--- config.mk ---
export PLATFORM = sky130hd
export DESIGN_NAME = bma_queue
export DESIGN_NICKNAME = d
export VERILOG_FILES = /design/src/sv/bma_pkg.sv /design/src/sv/bma_queue.sv
export SDC_FILE = /design/constraint.sdc
export NUM_CORES = 1
export LEC_CHECK = 0
export BUFFER_PORTS_ARGS = -buffer_cell sky130_fd_sc_hd__buf_2
export CAP_MARGIN = 20
export CORE_AREA = 10 10 109 111
export DETAILED_ROUTE_END_ITERATION = 12
export DIE_AREA = 0 0 119 121
export HOLD_SLACK_MARGIN = 0.06
export PLACE_DENSITY = 0.83
export REMOVE_ABC_BUFFERS = 1
export SYNTH_ARGS = -nofsm -noshare
export SYNTH_HDL_FRONTEND = slang
export SYNTH_SLANG_ARGS = --single-unit
--- constraint.sdc ---
create_clock -name clk -period 3.4 [get_ports clk]
set_input_delay 0 -clock clk [delete_from_list [all_inputs] [get_ports clk]]
set_output_delay 0 -clock clk [all_outputs]
set_load 0.05 [all_outputs]
--- src/sv/bma_pkg.sv ---
// ----------------------------------------------------------------------------
// bma_pkg: shared types and constants for the block mean ASCII mapper
// Configuration indexes, crop and tile limits, queue entry, state types and
// the glyph ramp.
// ----------------------------------------------------------------------------
package bma_pkg;

    localparam int CFG_INDEX_W      = 3;
    localparam int CFG_DATA_W       = 14;

    localparam logic [CFG_INDEX_W-1:0] REG_SOURCE_WIDTH  = 3'd0;
    localparam logic [CFG_INDEX_W-1:0] REG_BLOCK_W       = 3'd1;
    localparam logic [CFG_INDEX_W-1:0] REG_BLOCK_H       = 3'd2;
    localparam logic [CFG_INDEX_W-1:0] REG_BLOCKS_ACROSS = 3'd3;
    localparam logic [CFG_INDEX_W-1:0] REG_BLOCKS_DOWN   = 3'd4;
    localparam logic [CFG_INDEX_W-1:0] REG_REVERSE_MAP   = 3'd5;

    localparam int TILES_ACROSS_MAX = 1024;
    localparam int TILE_IDX_W       = 10;
    localparam int SUM_W            = 21;
    localparam int DSTEP_W          = 18;
    localparam int DIV_STEPS        = 14;

    localparam logic [3:0] LEVEL_TOP = 4'd13;

    localparam int QUEUE_DEPTH = 4;
    localparam int QPTR_W      = 2;
    localparam int QCNT_W      = 3;

    typedef struct packed {
        logic [13:0]        sw;
        logic [6:0]         bw;
        logic [7:0]         bh;
        logic [10:0]        bd;
        logic [10:0]        across;
        logic [13:0]        kept;
        logic [DSTEP_W-1:0] dstep;
        logic               reverse;
    } geom_t;

    typedef struct packed {
        logic [SUM_W-1:0]      sum;
        logic [TILE_IDX_W-1:0] tile;
        logic                  row_end;
        logic                  image_end;
    } entry_t;

    typedef enum logic [2:0] {
        GEO_READY,
        GEO_LOAD,
        GEO_DIV,
        GEO_SCALE,
        GEO_KEEP
    } geo_state_t;

    typedef enum logic [1:0] {
        BK_IDLE,
        BK_CHECK,
        BK_DIV,
        BK_EMIT
    } bk_state_t;

    function automatic logic [6:0] ramp_char(input logic [3:0] level, input logic rev);
        logic [3:0] idx;
        logic [6:0] code;
        idx = rev ? (LEVEL_TOP - level) : level;
        unique case (idx)
            4'd0:    code = 7'd87;   // W
            4'd1:    code = 7'd35;   // #
            4'd2:    code = 7'd64;   // @
            4'd3:    code = 7'd48;   // 0
            4'd4:    code = 7'd38;   // &
            4'd5:    code = 7'd37;   // %
            4'd6:    code = 7'd42;   // *
            4'd7:    code = 7'd122;  // z
            4'd8:    code = 7'd61;   // =
            4'd9:    code = 7'd43;   // +
            4'd10:   code = 7'd95;   // _
            4'd11:   code = 7'd44;   // ,
            4'd12:   code = 7'd46;   // .
            default: code = 7'd32;   // space
        endcase
        return code;
    endfunction

endpackage

--- src/sv/bma_queue.sv ---
// ----------------------------------------------------------------------------
// bma_queue: tile queue
// Short first-in first-out store of finished tile sums between the front
// and the back.
// ----------------------------------------------------------------------------
module bma_queue
    import bma_pkg::*;
(
    input  logic              clk,
    input  logic              rst_n,
    input  logic              push,
    input  entry_t            push_data,
    input  logic              pop,
    output entry_t            pop_data,
    output logic [QCNT_W-1:0] count
);

    entry_t              slot_reg [QUEUE_DEPTH];
    logic [QPTR_W-1:0]   wr_ptr_reg, wr_ptr_next;
    logic [QPTR_W-1:0]   rd_ptr_reg, rd_ptr_next;
    logic [QCNT_W-1:0]   count_reg, count_next;

    always_comb
    begin
        wr_ptr_next = push ? wr_ptr_reg + 1'b1 : wr_ptr_reg;
        rd_ptr_next = pop ? rd_ptr_reg + 1'b1 : rd_ptr_reg;
        count_next  = count_reg + QCNT_W'(push) - QCNT_W'(pop);
        count       = count_reg;
        pop_data    = slot_reg[rd_ptr_reg];
    end

    always_ff @(posedge clk or negedge rst_n)
    begin
        if (!rst_n)
        begin
            wr_ptr_reg <= '0;
            rd_ptr_reg <= '0;
            count_reg  <= '0;
        end
        else
        begin
            wr_ptr_reg <= wr_ptr_next;
            rd_ptr_reg <= rd_ptr_next;
            count_reg  <= count_next;
        end
    end

    always_ff @(posedge clk)
    begin
        if (push)
        begin
            slot_reg[wr_ptr_reg] <= push_data;
        end
    end

endmodule

After elaboration in Yosys (flattened, before gate mapping)
Memories as Yosys holds them, arrays and structs flattened.
Index checks and enable logic that the tools add are counted.
{"block": "classes", "add_sub_neg": 4, "multipliers": 0, "div": 0, "n_lt_le_gt_ge": 0, "n_eq_ne": 0, "n_shift": 0, "n_mux": 2, "n_bitwise": 0, "n_reduce_logical": 0}
{"operator": "$add A2 B1 Y2 const B", "count": 2}
{"operator": "$add A3 B1 Y3", "count": 1}
{"operator": "$sub A3 B1 Y3", "count": 1}
{"operator": "$mux W1", "count": 2}
{"block": "word_totals", "regBits": 7, "latch_bits": 0, "ramBits": 132, "romBits": 0, "inputBits": 37, "elab_cells": 10, "mem_count": 1}
{"name": "slot_reg", "words": 4, "word_bits": 33, "read_ports": 1, "rd_clocked_by_memory_dff": 0, "write_ports": 1, "line": "bma_queue.sv:18", "source": "entry_t slot_reg [QUEUE_DEPTH];"}

Depth between registers and ports, before layout
{"block": "logic_depth", "depth_word": 2, "depth_mapped": 7, "depth_no_buf": 7}

Worst setup path after synthesis
OpenSTA, ideal clock, no wires.
{"block": "synth_timing", "path_type": "reg2reg", "from": "register count_reg[0], in the netlist count[0]", "to": "register count_reg[2], in the netlist count[2]", "setup_ps": 124, "arrival_ps": 1813, "required_time_ps": 3276, "path_slack_ps": 1463, "path_stages_with_launch": 8, "cell_sequence": "dfrtp_1 > inv_1 > ha_1 > inv_1 > ha_1 > fa_1 > xnor2_1 > xnor2_1"}
{"block": "synth_via", "elab_chain_cells": 2}
{"element": "start, declared", "line": "bma_queue.sv:21", "source": "logic [QCNT_W-1:0] count_reg, count_next;"}
{"element": "start signal, assigned", "line": "bma_queue.sv:44", "source": "count_reg <= count_next;"}
{"element": "$add A3 B1 Y3", "line": "bma_queue.sv:27", "source": "count_next = count_reg + QCNT_W'(push) - QCNT_W'(pop);"}
{"element": "$sub A3 B1 Y3", "line": "bma_queue.sv:27"}
{"element": "net count_next[2]", "line": "bma_queue.sv:21"}
The timed path passes the listed nets, and every way through them passes these cells.
A chain may end at the register's enable or synchronous reset.

==> metrics.md <==
| Metric | Value |
|---|---|
| Status | complete, no violations |
| Startpoint Class | flop |
| CP startpoint | rd_ptr_reg[0] |
| 1st-pass router iterations | 4 |
| Post-DRT Antenna Nets | 0 |
| Final Hold Vio Count | 0 |
| DP HPWL | 5.58 mm |
| Mapped Area | 5190 sq um |
| # diodes | 0 |
| Register area share after synthesis | 0.797 |
| WL final | 9.29 mm |
| Final nets | 371 |
| Max FFs per register | 132 |
| Vias per cell | 5.26 |
| Per-cell routed wire length | 19.6 um |
| Unrepaired setup endpoints after global routing | no |
| Slew Limit Headroom | 0.383 |
| FILL cells | 643 |
| Period utilisation layout | 0.728 |
| Die area | 14400 sq um |
| Largest net degree at the start of global routing | 35 |
| Number of synthesized register bits | 139 |
| Critical path endpoint category | output pin |
| Setup TNS | 0 ns |
| Reg clk slew, reported paths | 0.06 ns |
| Fin crit period | 2.48 ns |
| Worst skew pair latency | 0.50 ns |
| Core area | 9640 sq um |
| Worst hold start | push_data[12] |
| Post-synthesis mux area share | 0.147 |
| Buffers on Ports | 72 |
| Worst path cell trace | buf_4 -> mux4_1 -> buf_2 |
| Max Cap Violations | 0 |
| Hold Path Depth | 2 |
| Mean area per synthesized cell | 25.3 sq um |
| Cell depth of the worst setup path | 3 |
| Worst Tran Pin Value | 0.926 ns |
| Family with the most delay on the worst path | flip-flops |
| Post-CTS Setup Repair Bufs | 0 |
| Rows | 36 |
| CTS Root Cell | clkbuf_8 |
| Area growth, synth to finish | 26.8% |
| Chip width | 119 um |
| DRC viols | 0 |
| Cts bufs inserted | 17 |
| CP peak stage delay | 0.80 ns |
| GRT Overall Usage | 0.135 |
| Worst-path maximum fanout | 21 |
| GP Congestion | 0.693 |
| Worst r2r src | wr_ptr_reg[0] |
| H-Tree Level Count | 4 |
| Final slew viol count | 0 |
| Clock sink count | 139 |
| Lkg Pwr | 2.35 nW |
| Power per cell area | 976 nW/um^2 |
| Cts hold-fix bufs | 37 |
| Cells on worst reg2reg path | 3 |
| Hold Path Class | in2reg |
| GRT Residual Overflow | 0 |
| Critical path class | reg2out |
| Buf/Inv on CP | 2 |
| Syn Inst Count | 205 |
| DIE HEIGHT | 121 um |
| Ys Warns | 0 |
| Clock skew | 0.00550 ns |
| Finish-stage setup viols | 0 |
| Vias in the first global route | 2802 |
| Initial antenna violation count | 0 |
| First-pass GRT wire length | 15.0 mm |
| Fraction of layout cells with a size suffix above 1 | 0.409 |
| Critical Path RT | 3.40 ns |
| Synth Area in Compound Gates | 0.000964 |
| Synthesized-area fraction occupied by adder cells | 0.0183 |
| Via count | 2486 |
| Largest family of logic cells by synthesized area | multiplexers |
| Initial Utilization | 0.539 |
| Peak supply drop | 0.730 mV |
| Ports | 73 |
| Slowest CP cell | dfrtp_2 |
| DRT iter0 DRCs | 188 |
| CP Data Arrival Time | 2.48 ns |
| Cts repair resizes | 0 |
| CTS tree | done |
| Maximum clock rate | 404 MHz |
| Final Util | 0.683 |
| Longest Clk Path Bufs | 2 |
| Synth Area in XOR/XNOR | 0.00844 |
| Yosys cell types | 15 |
| Post-synthesis simple-gate area fraction | 0.00627 |
## worst paths after layout
check	endpoint	slack (ns)
max in group asynchronous	rd_ptr_reg[1]	2.67
hold reg to reg	wr_ptr_reg[0]	0.56
min in group asynchronous	count[2]	0.46
hold / removal	slot_reg[1][12]	0.25
setup reg to reg	slot_reg[0][7]	1.57
setup / recovery	pop_data[0]	0.92
## logic make-up (layout without fill, tap and decap cells)
family / after synthesis / after routing
flops: 139 / 139
mux: 33 / 33
buf+inv: 14 / 149
fa+ha+maj: 7 / 7
simple gates: 6 / 6
xor+xnor: 5 / 5
compound gates: 1 / 1
## through the flow
| step | hold slack, ns | instances | cell area [sq um] | total power, mW | worst slack [ns] |
|---|---|---|---|---|---|
| after global placement | -0.159 | 404 | 5650 | 4.72 | 1.43 |
| final | 0.247 | 473 | 6590 | 6.43 | 0.924 |
| after global routing | 0.234 | 473 | 6590 | 6.72 | 0.728 |
| after detailed placement | -0.156 | 404 | 5650 | 4.77 | 1.41 |
| after CTS | 0.220 | 473 | 6590 | 6.52 | 0.840 |
| after floorplan | -0.296 | 197 | 5100 | 4.19 | 1.04 |
## cell usage after synthesis
| cell type | n | area, sq um |
|---|---|---|
| and2_1 | 4 | 25.0 |
| buf_12 | 3 | 60.1 |
| buf_2 | 4 | 20.0 |
| buf_6 | 1 | 11.3 |
| dfrtp_1 | 7 | 175 |
| edfxtp_1 | 132 | 3960 |
| fa_1 | 1 | 20.0 |
| ha_1 | 6 | 75.1 |
| inv_1 | 6 | 22.5 |
| mux4_1 | 5 | 131 |
| mux4_2 | 28 | 631 |
| nand2_1 | 2 | 7.51 |
| o21ai_0 | 1 | 5.00 |
| xnor2_1 | 3 | 26.3 |
| xor2_1 | 2 | 17.5 |
## cell type report
class                      instances  area (sq um)  share of cell area
inverter                           6          22.5             0.00342
clock inverter                    15           151              0.0230
sequential                       139          4140               0.629
clock buffer                      17           414              0.0629
tap                              133           166              0.0253
timing repair buffer             111           746               0.113
multi-input combinational         52           943               0.143
## layout by cell type (no fill, tap or decap)
| cell type | instances |
|---|---|
| dfrtp_1 | 5 |
| clkinv_2 | 3 |
| clkbuf_16 | 16 |
| clkinv_4 | 3 |
| buf_2 | 72 |
| mux4_1 | 5 |
| inv_1 | 6 |
| inv_6 | 1 |
| buf_4 | 2 |
| o21ai_0 | 1 |
| fa_1 | 1 |
| dlygate4sd3_1 | 37 |
| clkinv_1 | 1 |
| and2_2 | 4 |
| bufinv_16 | 2 |
| edfxtp_1 | 132 |
| xor2_1 | 2 |
| xnor2_1 | 3 |
| mux4_2 | 28 |
| nand2_1 | 2 |
| ha_1 | 6 |
| clkinvlp_4 | 5 |
| clkbuf_8 | 1 |
| dfrtp_2 | 2 |
## metal layers
metal | wire, um | part of all wire | vias to the layer above | global-route usage
met1 | 3890 | 0.42 | 1292 | 0.160
li1 | - | - | 1114 | -
met4 | 55 | 0.0059 | 0 | 0.0321
met3 | 471 | 0.051 | 8 | 0.0544
met2 | 4870 | 0.52 | 72 | 0.226
met5 | 0 | 0 | - | 0
## power by group
group          internal [mW]  total, mW  switching [mW]
Sequential              2.26       2.49           0.234
Combinational          0.709       2.23            1.52
Clock                   1.04       1.71           0.672
Total                   4.00       6.43            2.42
(Power assumes the default switching activity.)
