<file path="config.mk">
export PLATFORM = sky130hd
export DESIGN_NAME = bma_geom
export DESIGN_NICKNAME = d
export VERILOG_FILES = /design/src/sv/bma_pkg.sv /design/src/sv/bma_geom.sv
export SDC_FILE = /design/constraint.sdc
export NUM_CORES = 1
export LEC_CHECK = 0
export BUFFER_PORTS_ARGS = -buffer_cell sky130_fd_sc_hd__buf_4
export CORE_MARGIN = 1.5
export CORE_UTILIZATION = 63
export CTS_BUF_LIST = sky130_fd_sc_hd__clkbuf_4 sky130_fd_sc_hd__clkbuf_8
export DETAILED_ROUTE_END_ITERATION = 16
export PLACE_DENSITY = 0.86
export SLEW_MARGIN = 20
export SYNTH_ARGS = -nofsm -noshare
export SYNTH_HDL_FRONTEND = slang
export SYNTH_SLANG_ARGS = --single-unit
</file>
<file path="constraint.sdc">
create_clock -name clk -period 6.1 [get_ports clk]
set_input_delay 0.61 -clock clk [delete_from_list [all_inputs] [get_ports clk]]
set_output_delay 0.61 -clock clk [all_outputs]
set_load 0.005 [all_outputs]
</file>
<file path="src/sv/bma_pkg.sv">
// ----------------------------------------------------------------------------
// bma_pkg: shared types and constants for the block mean ASCII mapper
// Configuration indexes, crop and tile limits, queue entry, state types and
// the glyph ramp.
// ----------------------------------------------------------------------------
package bma_pkg;

    localparam int CFG_INDEX_W      = 3;
    localparam int CFG_DATA_W       = 14;

    localparam logic [CFG_INDEX_W-1:0] REG_SOURCE_WIDTH  = 3'd0;
    localparam logic [CFG_INDEX_W-1:0] REG_BLOCK_W       = 3'd1;
    localparam logic [CFG_INDEX_W-1:0] REG_BLOCK_H       = 3'd2;
    localparam logic [CFG_INDEX_W-1:0] REG_BLOCKS_ACROSS = 3'd3;
    localparam logic [CFG_INDEX_W-1:0] REG_BLOCKS_DOWN   = 3'd4;
    localparam logic [CFG_INDEX_W-1:0] REG_REVERSE_MAP   = 3'd5;

    localparam int TILES_ACROSS_MAX = 1024;
    localparam int TILE_IDX_W       = 10;
    localparam int SUM_W            = 21;
    localparam int DSTEP_W          = 18;
    localparam int DIV_STEPS        = 14;

    localparam logic [3:0] LEVEL_TOP = 4'd13;

    localparam int QUEUE_DEPTH = 4;
    localparam int QPTR_W      = 2;
    localparam int QCNT_W      = 3;

    typedef struct packed {
        logic [13:0]        sw;
        logic [6:0]         bw;
        logic [7:0]         bh;
        logic [10:0]        bd;
        logic [10:0]        across;
        logic [13:0]        kept;
        logic [DSTEP_W-1:0] dstep;
        logic               reverse;
    } geom_t;

    typedef struct packed {
        logic [SUM_W-1:0]      sum;
        logic [TILE_IDX_W-1:0] tile;
        logic                  row_end;
        logic                  image_end;
    } entry_t;

    typedef enum logic [2:0] {
        GEO_READY,
        GEO_LOAD,
        GEO_DIV,
        GEO_SCALE,
        GEO_KEEP
    } geo_state_t;

    typedef enum logic [1:0] {
        BK_IDLE,
        BK_CHECK,
        BK_DIV,
        BK_EMIT
    } bk_state_t;

    function automatic logic [6:0] ramp_char(input logic [3:0] level, input logic rev);
        logic [3:0] idx;
        logic [6:0] code;
        idx = rev ? (LEVEL_TOP - level) : level;
        unique case (idx)
            4'd0:    code = 7'd87;   // W
            4'd1:    code = 7'd35;   // #
            4'd2:    code = 7'd64;   // @
            4'd3:    code = 7'd48;   // 0
            4'd4:    code = 7'd38;   // &
            4'd5:    code = 7'd37;   // %
            4'd6:    code = 7'd42;   // *
            4'd7:    code = 7'd122;  // z
            4'd8:    code = 7'd61;   // =
            4'd9:    code = 7'd43;   // +
            4'd10:   code = 7'd95;   // _
            4'd11:   code = 7'd44;   // ,
            4'd12:   code = 7'd46;   // .
            default: code = 7'd32;   // space
        endcase
        return code;
    endfunction

endpackage

</file>
<file path="src/sv/bma_geom.sv">
// ----------------------------------------------------------------------------
// bma_geom: configuration registers and crop geometry
// Holds the registers, clamps them, and after every write recomputes the
// kept tile count, kept width and the level step with a serial divider.
// ----------------------------------------------------------------------------
module bma_geom
    import bma_pkg::*;
(
    input  logic                   clk,
    input  logic                   rst_n,
    input  logic                   cfg_we,
    input  logic [CFG_INDEX_W-1:0] cfg_index,
    input  logic [CFG_DATA_W-1:0]  cfg_data,
    output geom_t                  geom,
    output logic                   ready
);

    logic [13:0] sw_raw_reg, sw_raw_next;
    logic [6:0]  bw_raw_reg, bw_raw_next;
    logic [7:0]  bh_raw_reg, bh_raw_next;
    logic [10:0] ba_raw_reg, ba_raw_next;
    logic [10:0] bd_raw_reg, bd_raw_next;
    logic        rev_reg, rev_next;

    logic [13:0] sw_c;
    logic [6:0]  bw_c;
    logic [7:0]  bh_c;
    logic [10:0] ba_c;
    logic [10:0] bd_c;

    geo_state_t  state_reg, state_next;
    logic [13:0] quo_reg, quo_next;
    logic [6:0]  rem_reg, rem_next;
    logic [3:0]  cnt_reg, cnt_next;
    logic [10:0] across_reg, across_next;
    logic [13:0] area_reg, area_next;
    logic [13:0] kept_reg, kept_next;
    logic [DSTEP_W-1:0] dstep_reg, dstep_next;

    logic        do_load, do_step, do_scale, do_keep;
    logic [7:0]  trial;
    logic        ge;

    always_comb
    begin
        sw_raw_next = sw_raw_reg;
        bw_raw_next = bw_raw_reg;
        bh_raw_next = bh_raw_reg;
        ba_raw_next = ba_raw_reg;
        bd_raw_next = bd_raw_reg;
        rev_next    = rev_reg;
        if (cfg_we)
        begin
            unique case (cfg_index)
                REG_SOURCE_WIDTH:  sw_raw_next = cfg_data;
                REG_BLOCK_W:       bw_raw_next = cfg_data[6:0];
                REG_BLOCK_H:       bh_raw_next = cfg_data[7:0];
                REG_BLOCKS_ACROSS: ba_raw_next = cfg_data[10:0];
                REG_BLOCKS_DOWN:   bd_raw_next = cfg_data[10:0];
                REG_REVERSE_MAP:   rev_next    = cfg_data[0];
                default:           ;
            endcase
        end
    end

    always_comb
    begin
        sw_c = (sw_raw_reg == 14'd0) ? 14'd1 : ((sw_raw_reg > 14'd8192) ? 14'd8192 : sw_raw_reg);
        bw_c = (bw_raw_reg == 7'd0) ? 7'd1 : ((bw_raw_reg > 7'd64) ? 7'd64 : bw_raw_reg);
        bh_c = (bh_raw_reg == 8'd0) ? 8'd1 : ((bh_raw_reg > 8'd128) ? 8'd128 : bh_raw_reg);
        ba_c = (ba_raw_reg == 11'd0) ? 11'd1 : ((ba_raw_reg > 11'd1024) ? 11'd1024 : ba_raw_reg);
        bd_c = (bd_raw_reg == 11'd0) ? 11'd1 : ((bd_raw_reg > 11'd1024) ? 11'd1024 : bd_raw_reg);
    end

    always_comb
    begin
        state_next = state_reg;
        if (cfg_we)
        begin
            state_next = GEO_LOAD;
        end
        else
        begin
            unique case (state_reg)
                GEO_READY: state_next = GEO_READY;
                GEO_LOAD:  state_next = GEO_DIV;
                GEO_DIV:   state_next = (cnt_reg == 4'(DIV_STEPS - 1)) ? GEO_SCALE : GEO_DIV;
                GEO_SCALE: state_next = GEO_KEEP;
                GEO_KEEP:  state_next = GEO_READY;
                default:   state_next = GEO_READY;
            endcase
        end
    end

    always_comb
    begin
        do_load  = (state_reg == GEO_LOAD);
        do_step  = (state_reg == GEO_DIV);
        do_scale = (state_reg == GEO_SCALE);
        do_keep  = (state_reg == GEO_KEEP);
        ready    = (state_reg == GEO_READY) && !cfg_we;
    end

    always_comb
    begin
        trial       = {rem_reg, quo_reg[13]};
        ge          = trial >= {1'b0, bw_c};
        quo_next    = quo_reg;
        rem_next    = rem_reg;
        cnt_next    = cnt_reg;
        across_next = across_reg;
        area_next   = area_reg;
        kept_next   = kept_reg;
        dstep_next  = dstep_reg;
        if (do_load)
        begin
            quo_next = sw_c;
            rem_next = 7'd0;
            cnt_next = 4'd0;
        end
        if (do_step)
        begin
            rem_next = ge ? 7'(trial - {1'b0, bw_c}) : trial[6:0];
            quo_next = {quo_reg[12:0], ge};
            cnt_next = cnt_reg + 4'd1;
        end
        if (do_scale)
        begin
            across_next = (quo_reg > {3'd0, ba_c}) ? ba_c : quo_reg[10:0];
            area_next   = 14'(bw_c * bh_c);
        end
        if (do_keep)
        begin
            kept_next  = 14'(across_reg * bw_c);
            dstep_next = DSTEP_W'(area_reg * 5'd19);
        end
    end

    always_ff @(posedge clk or negedge rst_n)
    begin
        if (!rst_n)
        begin
            sw_raw_reg <= 14'd640;
            bw_raw_reg <= 7'd2;
            bh_raw_reg <= 8'd4;
            ba_raw_reg <= 11'd320;
            bd_raw_reg <= 11'd120;
            rev_reg    <= 1'b0;
            state_reg  <= GEO_READY;
            across_reg <= 11'd320;
            area_reg   <= 14'd8;
            kept_reg   <= 14'd640;
            dstep_reg  <= DSTEP_W'(152);
            cnt_reg    <= 4'd0;
        end
        else
        begin
            sw_raw_reg <= sw_raw_next;
            bw_raw_reg <= bw_raw_next;
            bh_raw_reg <= bh_raw_next;
            ba_raw_reg <= ba_raw_next;
            bd_raw_reg <= bd_raw_next;
            rev_reg    <= rev_next;
            state_reg  <= state_next;
            across_reg <= across_next;
            area_reg   <= area_next;
            kept_reg   <= kept_next;
            dstep_reg  <= dstep_next;
            cnt_reg    <= cnt_next;
        end
    end

    always_ff @(posedge clk)
    begin
        quo_reg <= quo_next;
        rem_reg <= rem_next;
    end

    always_comb
    begin
        geom.sw      = sw_c;
        geom.bw      = bw_c;
        geom.bh      = bh_c;
        geom.bd      = bd_c;
        geom.across  = across_reg;
        geom.kept    = kept_reg;
        geom.dstep   = dstep_reg;
        geom.reverse = rev_reg;
    end

endmodule

</file>
After elaboration in Yosys (flattened, before gate mapping)
Cells that the tools add are included.
{"block": "op_classes", "n_reduce_logical": 16, "shift": 0, "n_eq_ne": 10, "n_addsub": 2, "magnitude_cmp": 7, "multipliers": 3, "n_mux": 21, "bitwise": 0, "n_div": 0}
{"operator": "$mux 14", "count": 4}
{"operator": "$mux 11", "count": 5}
{"operator": "$mux 7", "count": 5}
{"operator": "$gt 11x11->1 const B", "count": 2}
{"operator": "$logic_not 11->1", "count": 2}
{"operator": "$mul 14x5->18 const B", "count": 1}
{"operator": "$mux 8", "count": 2}
{"operator": "$gt 14x11->1", "count": 1}
{"operator": "$gt 14x14->1 const B", "count": 1}
{"operator": "$logic_not 14->1", "count": 1}
{"operator": "$mul 11x7->14", "count": 1}
{"operator": "$mul 7x8->14", "count": 1}
{"operator": "$eq 3x2->1 const B", "count": 4}
{"operator": "$reduce_and 2->1", "count": 6}
{"operator": "$eq 3x3->1 const B", "count": 3}
{"operator": "$pmux 3 s3", "count": 1}
{"operator": "$ge 8x7->1", "count": 1}
{"operator": "$gt 8x8->1 const B", "count": 1}
{"operator": "$logic_not 8->1", "count": 1}
{"operator": "$mux 4", "count": 2}
{"operator": "$gt 7x7->1 const B", "count": 1}
{"operator": "$logic_not 7->1", "count": 1}
{"operator": "$sub 7x7->7", "count": 1}
{"operator": "$eq 3x1->1 const B", "count": 2}
{"operator": "8 further kinds", "count": 9}
{"block": "totals", "latch_bits": 0, "rom_bits": 0, "wordCells": 73, "n_memories": 0, "reg_bits": 137, "out_inout_bits": 85, "ramBits": 0}

Longest topological paths before layout
{"block": "logic_depth", "word_depth": 6, "mapped_depth": 20}

Worst setup path before layout
No wires, ideal clock.
{"block": "synth_path", "path_kind": "reg2reg", "from": "register bw_raw_reg[6]", "to": "register area_reg[11]", "required_ns": 5.968, "arrival_time_ns": 4.682, "path_slack_ns": 1.286, "stages_incl_launch_ff": 20, "setup_ns": 0.132, "n_path_buf": 2, "path_cell_list": "dfrtp_1 -> buf_1 -> nor2b_1 -> clkbuf_1 -> nand2_1 -> fa_1 -> fa_1 -> inv_1 -> fa_1 -> inv_1 -> fa_1 -> inv_1 -> ha_1 -> nand2_1 -> or3b_1 -> nand3_1 -> o22ai_1 -> o21ai_2 -> xnor2_1 -> o21ai_1"}
{"item": "start, declared", "line": "bma_geom.sv:19", "text": "logic [6:0] bw_raw_reg, bw_raw_next;"}
{"item": "start signal, assigned", "line": "bma_geom.sv:159", "text": "bw_raw_reg <= bw_raw_next;"}
{"item": "end signal, assigned", "line": "bma_geom.sv:166", "text": "area_reg <= area_next;"}
{"item": "end, declared", "line": "bma_geom.sv:36", "text": "logic [13:0] area_reg, area_next;"}

Worst setup path in the final report
{"block": "layout_path", "from": "register bw_raw_reg[6]", "to": "register area_reg[11]"}
{"block": "layout_via", "elab_chain_len": 4, "word_cells_on_any_way": 5, "classes_between": "mul: 1; order compare: 1; mux: 2; reduce/logical: 1"}
{"item": "$gt 7x7->1", "line": "bma_geom.sv:69", "text": "bw_c = (bw_raw_reg == 7'd0) ? 7'd1 : ((bw_raw_reg > 7'd64) ? 7'd64 : bw_raw_reg);"}
{"item": "$mux 7", "line": "bma_geom.sv:69"}
{"item": "$mux 7 (*)", "line": "bma_geom.sv:69"}
{"item": "$mul 7x8->14 (*)", "line": "bma_geom.sv:130", "text": "area_next = 14'(bw_c * bh_c);"}
Every way passes the cells marked *; elsewhere a longest branch is shown, timed or not.
A chain may end at the register's enable or synchronous reset.

==> impl_metrics.csv <==
group,metric,value,unit
route,wirelength,24800,µm
setup_path,slowest_delay,0.79,ns
floorplan,io_pins,105,
logic_synthesis,synth_edf_count,21,
setup_path,crit_type,"reg -> reg",
place,gp_congestion,0.907,
logic_synthesis,synthArstFlopShare,84.7,%
sta,max_freq,191,MHz
setup_path,crit_arrival,5.58,ns
logic_synthesis,yosysUniqueCellTypes,75,
setup_path,reg2reg_from,"bw_raw_reg[6]",
clocking,post_cts_resized,0,
logic_synthesis,syn-num-nets,1362,
cells_and_area,antenna_cells,0,
setup_path,critical_path_required,6.43,ns
clocking,clkTransAtPathRegs,0.09,ns
setup_path,path_cells,"nor2b_1 -> nand2_1 -> fa_1 -> fa_1 -> inv_1 -> fa_1 -> inv_1 -> fa_1 -> inv_1 -> ha_1 -> nand2_1 -> or3b_1 -> nand3_1 -> o22ai_1 -> o21ai_2 -> xnor2_1 -> o21ai_1",
clocking,postCtsSetupBuffers,0,
run,cap_viol_max_count,0,
logic_synthesis,synth_area,11200,µm²
cells_and_area,final_cell_mix,"nand2_1, inv_1, buf_4",
cells_and_area,syn_to_final_growth,12.2,%
floorplan,core,17300,µm²
sta,fin_crit_sh,86.0,%
setup_path,cpMostUsedCell,"fa_1",
floorplan,rows,48,
setup_path,crit_path_start,"bw_raw_reg[6]",
clocking,clkLatencyLatePin,0.46,ns
global_route,grt_overflow,0,
sta,holdWs,0.183,ns
clocking,htree_num_levels,4,
sta,setup-violations-final,0,
route,drt_iter0_drc,511,
setup_path,cp_num_buf_inv,3,
global_route,first_global_vias,8688,
sta,hold_viol_final,0,
clocking,cts_buffers,17,
place,post-place-ws,0.885,ns
floorplan,die-width,136,µm
place,hpwl,19300,µm
logic_synthesis,yosysWarnings,0,
place,port_buffers,104,
sta,slew_violations,0,
hold_path,hold_class,"in -> async",
sta,fin_crit,5.24,ns
global_route,antenna_found_initial,0,
cells_and_area,layout_commonest_cell,"nand2_1",
logic_synthesis,ys_ff_latch,137,
floorplan,dieArea,18500,µm²
pwr,worst_ir_drop_vdd,0.279,mV
cells_and_area,layout-drive-gt1-share,16.2,%
setup_path,crit_family,"adder cells",
sta,worst_slack,0.855,ns
global_route,grt_max_degree,63,
sta,final.setup.tns,0,ns
logic_synthesis,synth_ff_type,"dfrtp_1",
clocking,clockBufferDepth,2,
clocking,holdBufCountCts,0,
route,firstDrtPassIters,6,
status,status,"finished clean",
route,antenna_left,0,
sta,worstMarginPinSlew,0.961,ns
floorplan,die_h,136,µm
route,drc,0,
cells_and_area,final_area,12500,µm²
sta,fin_skew,0.0146,ns
pwr,totalPowerFinal,5.38,mW
place,postPlaceCellArea,12100,µm²
logic_synthesis,syn_area_per_cell,9.65,µm²
sta,slew-limit-headroom,35.8,%
floorplan,start_util,64.6,%
global_route,grt_pass1_wl,41000,µm
route,via_count,8503,
clocking,cts_tree,"done",
setup_path,crit_fanout,12,
setup_path,cp-start-kind,"flop",
route,wl_per_cell,16.7,µm
logic_synthesis,yosysSeqAreaShare,31.8,%
sta,grt_setup_unrepaired,"false",
pwr,powerDensity,429,nW/µm²
clocking,clkSinkCount,137,
setup_path,slowest_stage,"nor2b_1",
route,vias_per_cell,5.71,
cells_and_area,largest_register_ffs,18,
pwr,p_leak,6.28,nW
logic_synthesis,synth_cells,1158,
setup_path,cp-end-kind,"flop",
cells_and_area,final_nets,1454,
clocking,root_buffer,"clkbuf_8",
global_route,grt_use_total,28.2,%
[worst register-to-register path, cell delays in order (launching register included)]
cell and delay [ns]:
dfrtp_1 0.50, nor2b_1 0.79, nand2_1 0.19, fa_1 0.52, fa_1 0.49, inv_1 0.05, fa_1 0.52, inv_1 0.05
fa_1 0.52, inv_1 0.04, ha_1 0.32, nand2_1 0.08, or3b_1 0.36, nand3_1 0.13, o22ai_1 0.14, o21ai_2 0.21
xnor2_1 0.14, o21ai_1 0.07
[synth_stat cells (22+ instances only)]
| cell | instances | area (µm²) |
|---|---|---|
| nand2_1 | 168 | 631 |
| inv_1 | 139 | 522 |
| ha_1 | 106 | 1330 |
| dfrtp_1 | 98 | 2450 |
| fa_1 | 78 | 1560 |
| o21ai_1 | 73 | 365 |
| nor2_1 | 55 | 206 |
| mux2_1 | 50 | 563 |
| and2_1 | 46 | 288 |
| a21oi_1 | 35 | 175 |
| clkbuf_1 | 28 | 105 |
| nor2b_1 | 28 | 175 |
| xnor2_1 | 22 | 193 |
[path summary, 6_finish.rpt]
kind / to / slack [ns] / depth (start not counted)
max: area_reg[11] / 0.86 / 17
min: dstep_reg[13] / 0.18 / 1
max reg2reg: area_reg[11] / 0.86 / 17
min reg2reg: dstep_reg[4] / 0.47 / 2
max in group asynchronous: bd_raw_reg[8] / 4.66 / 2
min in group clk: sw_raw_reg[13] / 0.35 / 2
[power by group]
part           total (mW)  leakage, nW  switching [mW]  internal, mW
Clock               0.764        0.198           0.413         0.350
Sequential           1.50         1.65           0.277          1.22
Combinational        3.12         4.44            1.72          1.40
[cell type report]
| cell class | count | area, µm² |
|---|---|---|
| tap | 225 | 282 |
| sequential | 137 | 3560 |
| multi-input combinational | 836 | 6900 |
| inverter | 144 | 541 |
| timing repair buffer | 114 | 856 |
| clock inverter | 14 | 154 |
| clock buffer | 18 | 248 |
| fill | 1231 | 4760 |
[kinds of logic (layout without fill, tap and decap cells)]
group / count (synthesis) / after routing / share of synthesized area [%]
muxes: 72 / 72 / 7.47
AOI/OAI and AO/OA: 168 / 168 / 9.07
buffers and inverters: 185 / 290 / 6.47
xor gates and xnor gates: 42 / 42 / 3.29
and+or+nand+nor: 370 / 370 / 16.0
adders and majority gates: 184 / 184 / 25.8
DFF: 137 / 137 / 31.8
[routing by layer]
layer	wire length (µm)	part of all wire [%]	GRT usage, %
met1	10300	42	34.1
met2	12500	50	50.1
met3	1390	5.6	5.82
met4	607	2.4	9.46
met5	0	0	0
[stage by stage]
| step | util, % | std cells |
|---|---|---|
| 2_1_floorplan | - | 1158 |
| 3_3_place_gp | 70.1 | 1456 |
| 3_5_place_dp | 70.1 | 1456 |
| 4_1_cts | 72.5 | 1488 |
| 5_1_grt | 72.5 | 1488 |
| 6_report | 72.5 | 1488 |
(Power assumes the default switching activity.)
