--- src/sv/bma_pkg.sv ---
// ----------------------------------------------------------------------------
// bma_pkg: shared types and constants for the block mean ASCII mapper
// Configuration indexes, crop and tile limits, queue entry, state types and
// the glyph ramp.
// ----------------------------------------------------------------------------
package bma_pkg;

    localparam int CFG_INDEX_W      = 3;
    localparam int CFG_DATA_W       = 14;

    localparam logic [CFG_INDEX_W-1:0] REG_SOURCE_WIDTH  = 3'd0;
    localparam logic [CFG_INDEX_W-1:0] REG_BLOCK_W       = 3'd1;
    localparam logic [CFG_INDEX_W-1:0] REG_BLOCK_H       = 3'd2;
    localparam logic [CFG_INDEX_W-1:0] REG_BLOCKS_ACROSS = 3'd3;
    localparam logic [CFG_INDEX_W-1:0] REG_BLOCKS_DOWN   = 3'd4;
    localparam logic [CFG_INDEX_W-1:0] REG_REVERSE_MAP   = 3'd5;

    localparam int TILES_ACROSS_MAX = 1024;
    localparam int TILE_IDX_W       = 10;
    localparam int SUM_W            = 21;
    localparam int DSTEP_W          = 18;
    localparam int DIV_STEPS        = 14;

    localparam logic [3:0] LEVEL_TOP = 4'd13;

    localparam int QUEUE_DEPTH = 4;
    localparam int QPTR_W      = 2;
    localparam int QCNT_W      = 3;

    typedef struct packed {
        logic [13:0]        sw;
        logic [6:0]         bw;
        logic [7:0]         bh;
        logic [10:0]        bd;
        logic [10:0]        across;
        logic [13:0]        kept;
        logic [DSTEP_W-1:0] dstep;
        logic               reverse;
    } geom_t;

    typedef struct packed {
        logic [SUM_W-1:0]      sum;
        logic [TILE_IDX_W-1:0] tile;
        logic                  row_end;
        logic                  image_end;
    } entry_t;

    typedef enum logic [2:0] {
        GEO_READY,
        GEO_LOAD,
        GEO_DIV,
        GEO_SCALE,
        GEO_KEEP
    } geo_state_t;

    typedef enum logic [1:0] {
        BK_IDLE,
        BK_CHECK,
        BK_DIV,
        BK_EMIT
    } bk_state_t;

    function automatic logic [6:0] ramp_char(input logic [3:0] level, input logic rev);
        logic [3:0] idx;
        logic [6:0] code;
        idx = rev ? (LEVEL_TOP - level) : level;
        unique case (idx)
            4'd0:    code = 7'd87;   // W
            4'd1:    code = 7'd35;   // #
            4'd2:    code = 7'd64;   // @
            4'd3:    code = 7'd48;   // 0
            4'd4:    code = 7'd38;   // &
            4'd5:    code = 7'd37;   // %
            4'd6:    code = 7'd42;   // *
            4'd7:    code = 7'd122;  // z
            4'd8:    code = 7'd61;   // =
            4'd9:    code = 7'd43;   // +
            4'd10:   code = 7'd95;   // _
            4'd11:   code = 7'd44;   // ,
            4'd12:   code = 7'd46;   // .
            default: code = 7'd32;   // space
        endcase
        return code;
    endfunction

endpackage

--- src/sv/bma_back.sv ---
// ----------------------------------------------------------------------------
// bma_back: tile level and glyph output
// Divides a tile sum by 19 times the tile area one quotient bit a cycle,
// saturates at the top level, picks the glyph and holds the output beat.
// ----------------------------------------------------------------------------
module bma_back
    import bma_pkg::*;
(
    input  logic        clk,
    input  logic        rst_n,
    input  geom_t       geom,
    input  logic        q_valid,
    input  entry_t      q_data,
    output logic        pop,
    output logic        m_tvalid,
    input  logic        m_tready,
    output logic [23:0] m_tdata,    // [6:0] char_code, [16:7] tile_column, rest zero
    output logic        m_tlast,    // row_end
    output logic        m_tuser     // image_end
);

    bk_state_t             state_reg, state_next;
    logic [SUM_W-1:0]      rem_reg;
    logic [3:0]            lvl_reg;
    logic [1:0]            qbit_reg;
    logic [TILE_IDX_W-1:0] tile_reg;
    logic                  re_reg, ie_reg;

    logic                  out_valid_reg, out_valid_next;
    logic [6:0]            out_char_reg;
    logic [TILE_IDX_W-1:0] out_col_reg;
    logic                  out_re_reg, out_ie_reg;

    logic [SUM_W:0]        d22, lim, shifted;
    logic                  sat, ge, emit;

    always_comb
    begin
        d22     = (SUM_W + 1)'(geom.dstep);
        lim     = (d22 << 3) + (d22 << 2) + d22;
        sat     = {1'b0, rem_reg} >= lim;
        shifted = d22 << qbit_reg;
        ge      = {1'b0, rem_reg} >= shifted;
    end

    always_comb
    begin
        state_next = state_reg;
        unique case (state_reg)
            BK_IDLE:  state_next = q_valid ? BK_CHECK : BK_IDLE;
            BK_CHECK: state_next = sat ? BK_EMIT : BK_DIV;
            BK_DIV:   state_next = (qbit_reg == 2'd0) ? BK_EMIT : BK_DIV;
            BK_EMIT:  state_next = emit ? BK_IDLE : BK_EMIT;
            default:  state_next = BK_IDLE;
        endcase
    end

    always_comb
    begin
        pop  = (state_reg == BK_IDLE) && q_valid;
        emit = (state_reg == BK_EMIT) && (!out_valid_reg || m_tready);
        if (emit)
        begin
            out_valid_next = 1'b1;
        end
        else if (m_tready)
        begin
            out_valid_next = 1'b0;
        end
        else
        begin
            out_valid_next = out_valid_reg;
        end
    end

    always_ff @(posedge clk or negedge rst_n)
    begin
        if (!rst_n)
        begin
            state_reg     <= BK_IDLE;
            out_valid_reg <= 1'b0;
        end
        else
        begin
            state_reg     <= state_next;
            out_valid_reg <= out_valid_next;
        end
    end

    always_ff @(posedge clk)
    begin
        if (pop)
        begin
            rem_reg  <= q_data.sum;
            lvl_reg  <= 4'd0;
            qbit_reg <= 2'd3;
            tile_reg <= q_data.tile;
            re_reg   <= q_data.row_end;
            ie_reg   <= q_data.image_end;
        end
        if ((state_reg == BK_CHECK) && sat)
        begin
            lvl_reg <= LEVEL_TOP;
        end
        if (state_reg == BK_DIV)
        begin
            if (ge)
            begin
                rem_reg           <= SUM_W'({1'b0, rem_reg} - shifted);
                lvl_reg[qbit_reg] <= 1'b1;
            end
            qbit_reg <= qbit_reg - 2'd1;
        end
        if (emit)
        begin
            out_char_reg <= ramp_char(lvl_reg, geom.reverse);
            out_col_reg  <= tile_reg;
            out_re_reg   <= re_reg;
            out_ie_reg   <= ie_reg;
        end
    end

    always_comb
    begin
        m_tvalid = out_valid_reg;
        m_tdata  = {7'd0, out_col_reg, out_char_reg};
        m_tlast  = out_re_reg;
        m_tuser  = out_ie_reg;
    end

endmodule

--- config.mk ---
export PLATFORM = sky130hd
export DESIGN_NAME = bma_back
export DESIGN_NICKNAME = d
export VERILOG_FILES = /design/src/sv/bma_pkg.sv /design/src/sv/bma_back.sv
export SDC_FILE = /design/constraint.sdc
export NUM_CORES = 1
export LEC_CHECK = 0
export BUFFER_PORTS_ARGS = -buffer_cell sky130_fd_sc_hd__buf_2
export CAP_MARGIN = 15
export CORE_MARGIN = 2
export CORE_UTILIZATION = 59
export DETAILED_ROUTE_END_ITERATION = 16
export PLACE_DENSITY_LB_ADDON = 0.08
export SYNTH_ARGS = -nofsm -noshare
export SYNTH_HDL_FRONTEND = slang
export SYNTH_SLANG_ARGS = --single-unit
--- constraint.sdc ---
create_clock -name clk -period 10.33 [get_ports clk]
set_input_delay 1.033 -clock clk [delete_from_list [all_inputs] [get_ports clk]]
set_output_delay 1.033 -clock clk [all_outputs]
set_load 0.1 [all_outputs]
### Yosys cells after proc, flatten, opt, wreduce, memory -nomap -nowiden

Memory sizes are Yosys's and may differ from the RTL's. A register that Yosys moved wholly into a read port is not among the register bits.
Index checks and enable logic that the tools add are counted.
W data, S select, Z words.

* word-level logic and storage cells: 55
* bits of input ports: 121
* memory bits (read-only): 112
* memories: 1
* RAM bits: 0
* output and inout bits: 28
* latch bits: 0
* register bits: 54

* shift-type cells: 1
* magnitude comparators: 4
* equal/unequal tests: 3
* reductions and logical operators: 10
* divide/modulo/power cells: 0
* multiply operators: 0
* muxes and demuxes: 19
* bitwise gates (word level): 1
* add/sub/neg operators: 5

Memories
* (name not given): words 16, bits a word 7, read ports 1, clocked after Yosys merged registers in 1, write ports 0, line bma_pkg.sv:67 `unique case (idx)`

Operators by type and width (number)
* $mux W21: 3
* $ge A21 B22 Y1: 2
* $add A21 B20 Y22: 1
* $add A22 B18 Y22: 1
* $shl A18 B2 Y22: 1
* $sub A21 B21 Y21: 1
* $mux W4: 5
* $pmux W2 S4: 1
* $mux W1: 6
* $mux W2: 3
* $eq A2 B2 Y1 const B: 2
* $logic_and A1 B1 Y1: 4
* $logic_not A2 Y1: 2
* $or A4 B4 Y4: 1
* $reduce_bool A2 Y1: 2
* $sub A4 B4 Y4 const A: 1
* $lt A2 B3 Y1 const B: 1
* $demux W1 S2: 1
* $eq A2 B1 Y1 const B: 1
* $ge A2 B1 Y1 const B: 1
* $sub A2 B1 Y2 const B: 1
* $logic_not A1 Y1: 1
* $logic_or A1 B1 Y1: 1

### Longest topological paths before layout

Gate-level depths: netlist (run 1).

* word-level depth: 8
* gate-level depth with buffers: 19
* mapped depth without buffers: 19

### Worst setup path before layout (run 1)

No wires, ideal clock.

* kind: input to register
* start point: input port geom[1] in the netlist's numbering
* end point: register lvl_reg[0]
* data required time: 10.208 ns
* data arrival time: 4.798 ns
* setup time: 0.122 ns
* stages: 19
* path buffers: 0
* setup slack: 5.410 ns
* cells stage by stage: fa_1 > ha_1 > inv_1 > fa_1 > nor2b_1 > o31ai_2 > a21oi_1 > a211oi_2 > nor3_2 > and3_4 > or2_1 > xnor2_1 > ha_1 > or3_1 > a221oi_1 > nand2_1 > o21ai_0 > a211oi_4 > a221o_1

* longest elaborated chain between the ends: 8
* elaborated cells on any way between the ends: 10
* classes of those cells: 2 x add/sub; 2 x order compare; 1 x shift; 3 x mux; 1 x bitwise; 1 x reduce/logical

RTL lines
* start: declaration: line bma_back.sv:11 `input geom_t geom,`
* $add A21 B20 Y22: line bma_back.sv:40 `lim = (d22 << 3) + (d22 << 2) + d22;`
* $add A22 B18 Y22: line bma_back.sv:40
* $ge A21 B22 Y1: line bma_back.sv:41 `sat = {1'b0, rem_reg} >= lim;`
* $logic_and A1 B1 Y1: line bma_back.sv:101 `if ((state_reg == BK_CHECK) && sat)`
* $mux W4: line bma_back.sv:101
* $or A4 B4 Y4 (no source line)
* $mux W4: line bma_back.sv:107 `if (ge)`
* $mux W4 (*): line bma_back.sv:105 `if (state_reg == BK_DIV)`
* end signal: assignment: line bma_back.sv:95 `lvl_reg <= 4'd0;`
* end signal: assignment: line bma_back.sv:103 `lvl_reg <= LEVEL_TOP;`
* end signal: indexed assignment: line bma_back.sv:110 `lvl_reg[qbit_reg] <= 1'b1;`
* end: declaration: line bma_back.sv:24 `logic [3:0] lvl_reg;`

Mark *: on every way between the ends. The rest lies on a longest branch, timed or not.
A chain may end at the register's enable or synchronous reset.

### Worst setup path in the final report (run 1)

* start point: input port geom[1] in the netlist's numbering
* end point: register lvl_reg[2]

Same word-level chain as after synthesis.

==> run metrics, run 1 <==
Tot Pwr 2.147 mW; Core Util, Final 0.6792; Worst path top cell family by delay compound AO/OA/AOI/OAI gates; final setup vio count 0; max reg flops 21; WL/cell 15.28 um; clk_lat worst skew 340 ps; number of synthesized flops with an enable pin 33; RSZ-0062 raised after global routing no; Routed Wire Length 12250 um; worst vdd ir 0.0001199 V; #FFs+latches synth 61; Syn Area/Cell 9.404 sq um; fraction of registers with async set or reset after synthesis 0.04918; share of cells above drive strength 1 0.1753; clock root buffer master clkbuf_8; Clk pin slew, worst setup/hold paths 70 ps; Die H 101.4 um; first-pass GRT wire length 20420 um; crit end category register; clock sink count 61; worst path bufs/invs 2; largest net degree at the start of global routing 47; worst-case reg-to-reg path depth 12; drt drc 0; area grow syn2layout 12.16%; DR vias/cell 5.747; worst reg2reg path endpoint rem_reg[16]; Unique masters post-synth 66; GRT overflow 0; total CTS buffers 9; total track usage 0.2503; Core ar. 9240 sq um; Antenna Diode Count 0; part of the cycle the worst path needs 0.5266; IO Pins 149; Pwr per Cell Area 342.1 nW/um^2; worst min-delay path class reg -> reg; RR Startpoint qbit_reg[1]; DR vias 4609; CTS H-tree lvls 3; Netlist Area Pre-Place 5595 sq um; measured slew at the worst slew-check pin 1051 ps; final hold vios 0; Initial DRC Count 223; TritonCTS clock tree built; Worst EP required 10560 ps; Chip Width 101.4 um; WHS 421.7 ps; ys flop type edfxtp_1; GP Congestion 0.8771; sequential-to-total area share from yosys stat 0.2800; Max stage delay on crit path 550 ps; number of gates resized after CTS 0; Post-CTS Setup Bufs 0; Detailed Place HPWL 9726 um; Worst EP arrival 5670 ps; R2R setup slack 5770 ps; crit path max-delay cell type fa_1; Worst slew margin 0.2979; hold path endpoint out_col_reg[1]; CP Launch Type primary input; Fmax 183.8 MHz; outcome complete, no violations; Max-Cap Viols 0; crit path cell chain buf_2 > fa_1 > ha_1 > inv_1 > fa_1 > nor2b_1 > o31ai_2 > a21oi_1 > a211oi_2 > nor3_2 > and3_4 > or2_1 > xnor2_1 > ha_1 > or3_1 > a221oi_1 > nand2_1 > o21ai_0 > a211oi_4 > a221o_1; Setup TNS Final 0 ps; die area 10280 sq um; P_leak 2.843 nW; initial antenna violation count 0; YS warnings 0; final net count 881; CTS Hold Bufs 0; kind of critical path in -> reg; Final Slew Violations 0; Initial Util 0.6056; IO buf count 76; Pre-antenna DRT Iters 4; vias in the first global route 4416; Mapped Cells 595; Worst Path Max Fanout 6; clk buf depth 2; hold path depth 0; DRT antenna net count 0; FP Rows 35; min cycle time layout 5440 ps; hold_sp tile_reg[1]; Setup Skew 8.041 ps
-- cell families after synthesis --
kind of cell / Yosys count / synth area share
AOI/OAI and AO/OA: 172 / 0.2026
and+or+nand+nor: 152 / 0.1301
adders and majority gates: 92 / 0.2285
DFF: 61 / 0.2800
buffers and inverters: 57 / 0.04517
xor gates and xnor gates: 30 / 0.04696
muxes: 30 / 0.06597
other: 1 / 0.0006702
-- per-stage QoR --
stage	instances	area [sq um]	setup WS, ps
after floorplan	601	5618	5410
after global placement	786	6053	4756
after detailed placement	786	6053	4599
after CTS	802	6276	4954
after global routing	802	6276	4585
final	802	6276	4890
-- cell type report --
class / instances / area [sq um]
flip-flops and latches: 61 / 1567
clock inverters: 7 / 98.84
well taps: 129 / 161.4
fillers: 760 / 2964
clock buffers: 9 / 123.9
inverters: 35 / 131.4
repair buffers: 78 / 395.4
multi-input cells: 483 / 3799
-- synthesized netlist by cell type, drive strengths merged, types with 3 or more instances --
cell type  number  area share
a211oi         17       0.027
o21a            8       0.011
or2             3      0.0034
nand2          46       0.031
clkbuf         11      0.0076
ha             75        0.17
a21oi          55       0.052
mux2            5       0.010
xnor2          14       0.022
nand4           4      0.0045
and3            6      0.0076
and2            9       0.010
dfxtp          25       0.089
fa             17       0.061
a221o           3      0.0054
buf            11       0.014
nor3            8      0.0080
inv            35       0.023
nand2b          9       0.010
nor2b          10       0.011
edfxtp         33        0.18
nand3           5      0.0045
o31ai           6       0.011
xor2           16       0.025
o21bai          3      0.0040
mux2i          20       0.036
dfrtp           3       0.013
nor2           42       0.028
a21o           12       0.016
mux4            5       0.020
o21ai          44       0.039
or3             7      0.0078
-- worst max-delay path by stage --
stage | slack (ps) | endpoint | cells past startpoint | start
global placement | 4760 | lvl_reg[3] | 20 | geom[1]
CTS | 4950 | lvl_reg[2] | 20 | geom[1]
floorplan | 5410 | lvl_reg[0] | 19 | geom[1]
global route | 4580 | lvl_reg[2] | 20 | geom[1]
finish | 4890 | lvl_reg[2] | 20 | geom[1]
detailed placement | 4600 | lvl_reg[2] | 20 | geom[1]
-- cell usage in the layout, fill, tap and decap left out, types with 7 or more instances in the layout --
| cell type | count |
|---|---|
| mux2i_1 | 20 |
| nor2b_1 | 10 |
| buf_2 | 76 |
| a21oi_1 | 53 |
| o21ai_0 | 42 |
| clkbuf_8 | 9 |
| nand2b_1 | 9 |
| edfxtp_1 | 33 |
| nor3_1 | 7 |
| and2_1 | 9 |
| xnor2_1 | 14 |
| nor2_1 | 42 |
| a211oi_1 | 14 |
| inv_1 | 34 |
| nand2_1 | 46 |
| or3_1 | 7 |
| xor2_1 | 16 |
| fa_1 | 17 |
| dfxtp_1 | 25 |
| a21o_1 | 12 |
| ha_1 | 75 |
| o21a_1 | 8 |
| conb_1 | 7 |
-- worst register-to-register path: cells and delay by family (launching register included) --
family,cells,cell delay [ps]
AOI/OAI and AO/OA,7,2040
buffers and inverters,1,460
and+or+nand+nor,2,480
adders and majority gates,2,590
DFF,1,930
-- power by group --
group	internal, mW	switching (mW)	total (mW)	leakage, nW
clock	0.137	0.102	0.239	0.110
sequential	0.365	0.0839	0.449	0.550
combinational	0.568	0.891	1.46	2.18
total	1.07	1.08	2.15	2.84
-- routing by layer --
layer / track usage / part of all wire / routed length, um
met4: 0.08524 / 0.021 / 253
met3: 0.03382 / 0.041 / 498
met5: 0 / 0 / 0
met2: 0.4203 / 0.48 / 5853
met1: 0.3341 / 0.46 / 5648
Note: power is estimated with default switching activity, not from simulation.
==> inputs of run 2 (changes only) <==
Settings changed: CORE_UTILIZATION 59 to 54.
Clock period 10.33 ns to 5.4 ns, I/O delays scaled along.
==> run metrics, run 2 (synthesis gave the netlist of run 1 again) <==
Detailed Place HPWL 9791 um (was 9726 um); Worst EP arrival 5020 ps (was 5670 ps); Pwr per Cell Area 648.5 nW/um^2 (was 342.1 nW/um^2); number of gates resized after CTS 0 (unchanged); most frequent cells in the layout 76 x buf_2, 75 x ha_1, 53 x a21oi_1 (unchanged); clock sink count 61 (unchanged); CTS H-tree lvls 3 (unchanged); DRT antenna net count 0 (unchanged); DP Cell Count 796 (was 786); RR Startpoint qbit_reg[0] (was qbit_reg[1]); initial antenna violation count 0 (unchanged); DR vias 4629 (was 4609); Antenna Diode Count 0 (unchanged); worst reg2reg path endpoint rem_reg[9] (was rem_reg[16]); crit end category register (unchanged); Worst slew margin 0.4323 (was 0.2979); kind of critical path in -> reg (unchanged); Tot Pwr 4.082 mW (was 2.147 mW); Setup Skew 11.36 ps (was 8.041 ps); first-pass GRT wire length 20690 um (was 20420 um); IO Pins 149 (unchanged); hold path depth 1 (was 0); final hold vios 0 (unchanged); Setup TNS Final 0 ps (unchanged); vias in the first global route 4414 (was 4416); P_leak 2.855 nW (was 2.843 nW); RSZ-0062 raised after global routing no (unchanged); measured slew at the worst slew-check pin 845.5 ps (was 1051 ps); Chip Width 105.8 um (was 101.4 um); total CTS buffers 9 (unchanged); Initial DRC Count 188 (was 223); IO buf count 76 (unchanged); final net count 885 (was 881); part of the cycle the worst path needs 0.8898; TritonCTS clock tree built (unchanged); Routed Wire Length 12300 um (was 12250 um); worst-case reg-to-reg path depth 13 (was 12); Worst EP required 5620 ps (was 10560 ps); final setup vio count 0 (unchanged); clock root buffer master clkbuf_8 (unchanged); hold path endpoint tile_reg[0] (was out_col_reg[1]); largest net degree at the start of global routing 39 (was 47); most common cell after layout, fill and taps aside buf_2 (unchanged); clk buf depth 2 (unchanged); Core Util, Final 0.6179 (was 0.6792); drt drc 0 (unchanged); worst path bufs/invs 2 (unchanged); min cycle time layout 4805 ps; clk_lat worst skew 340 ps (about the same); Initial Util 0.5494 (was 0.6056); final std cells w/o fill 813 (was 802); area grow syn2layout 12.48% (was 12.16%); Fmax 208.1 MHz; Pre-antenna DRT Iters 5 (was 4); DR vias/cell 5.694 (was 5.747); R2R setup slack 1360 ps (was 5770 ps); Clk pin slew, worst setup/hold paths 80 ps (was 70 ps); Die H 105.8 um (was 101.4 um); setup ws final 595.3 ps (was 4890 ps); die area 11190 sq um (was 10280 sq um); CP Launch Type primary input (unchanged); Final Slew Violations 0 (unchanged); GRT overflow 0 (unchanged); Max-Cap Viols 0 (unchanged); GP Congestion 0.9083 (was 0.8771); share of cells above drive strength 1 0.1787 (was 0.1753); Max stage delay on crit path 540 ps (was 550 ps); total track usage 0.2291 (was 0.2503); Core ar. 10180 sq um (was 9240 sq um); max reg flops 21 (unchanged); crit path max-delay cell type fa_1 (unchanged); worst min-delay path class in -> reg (was reg -> reg); WL/cell 15.13 um (was 15.28 um); crit path cell chain buf_2 > fa_1 > ha_1 > inv_1 > fa_1 > nor2b_1 > o31ai_2 > a21oi_1 > a211oi_2 > nor3_2 > and3_4 > or2_1 > xnor2_1 > ha_1 > or3_1 > a221oi_1 > nand2_1 > o21ai_0 > a211oi_4 > a221o_1 (unchanged); Setup WS pre-CTS 253.0 ps (was 4599 ps); hold_sp q_data[2] (was tile_reg[1]); FP Rows 37 (was 35); outcome complete, no violations (unchanged); Worst path top cell family by delay compound AO/OA/AOI/OAI gates (unchanged); worst vdd ir 0.0003006 V (was 0.0001199 V); Worst Path Max Fanout 6 (unchanged)
==> run 2: cell count changes in the layout (fill, tap and decap cells not counted) <==
| cell | previous run | this run |
|---|---|---|
| dlygate4sd3_1 | 0 | 1 |
| clkinv_4 | 2 | 3 |
| clkinv_2 | 1 | 2 |
| clkinvlp_4 | 1 | 0 |
| buf_4 | 2 | 5 |
| bufinv_16 | 2 | 1 |
==> run 2: final cells by class <==
type	instances	area, sq um
multi-input combinational	483	3799
tap	136	170.2
timing repair buffer	82	427.9
clock inverter	7	75.07
inverter	35	131.4
fill	922	3891
clock buffer	9	123.9
sequential	61	1567
==> run 2: power by group <==
group / internal (mW) / total, mW / switching [mW]
Sequential: 0.698 / 0.860 / 0.161
Clock: 0.215 / 0.402 / 0.187
Combinational: 1.10 / 2.82 / 1.72
Total: 2.01 / 4.08 / 2.07
==> run 2: repair_timing <==
action | in CTS | in global routing
buffers inserted | 0 | 0
hold buffers | 1 | 0
endpoints found under the hold margin | 3 | 0
==> run 2: worst max-delay path by stage <==
| stage | from | to | slack [ps] | depth (start not counted) |
|---|---|---|---|---|
| detailed placement | geom[1] | lvl_reg[0] | 250 | 20 |
| CTS | geom[1] | lvl_reg[0] | 590 | 20 |
| finish | geom[1] | lvl_reg[0] | 600 | 20 |
| global route | geom[1] | lvl_reg[1] | 310 | 20 |
| global placement | geom[1] | lvl_reg[3] | 300 | 20 |
| floorplan | geom[1] | lvl_reg[0] | 970 | 19 |
==> run 2: layer usage <==
metal  GRT usage  up-vias  part of all wire
li1            -     2313                 -
met1      0.3040     2175              0.46
met2      0.3917      122              0.48
met3     0.03340       19             0.044
met4     0.06109        0             0.018
met5           0        -                 0
==> run 2: through the flow <==
step | cell area (sq um) | hold slack, ps
2_1_floorplan | 5618 | 244.4
4_1_cts | 6294 | 369.1
5_1_grt | 6294 | 365.9
6_report | 6294 | 374.9
3_5_place_dp | 6085 | 344.3
3_3_place_gp | 6085 | 339.0
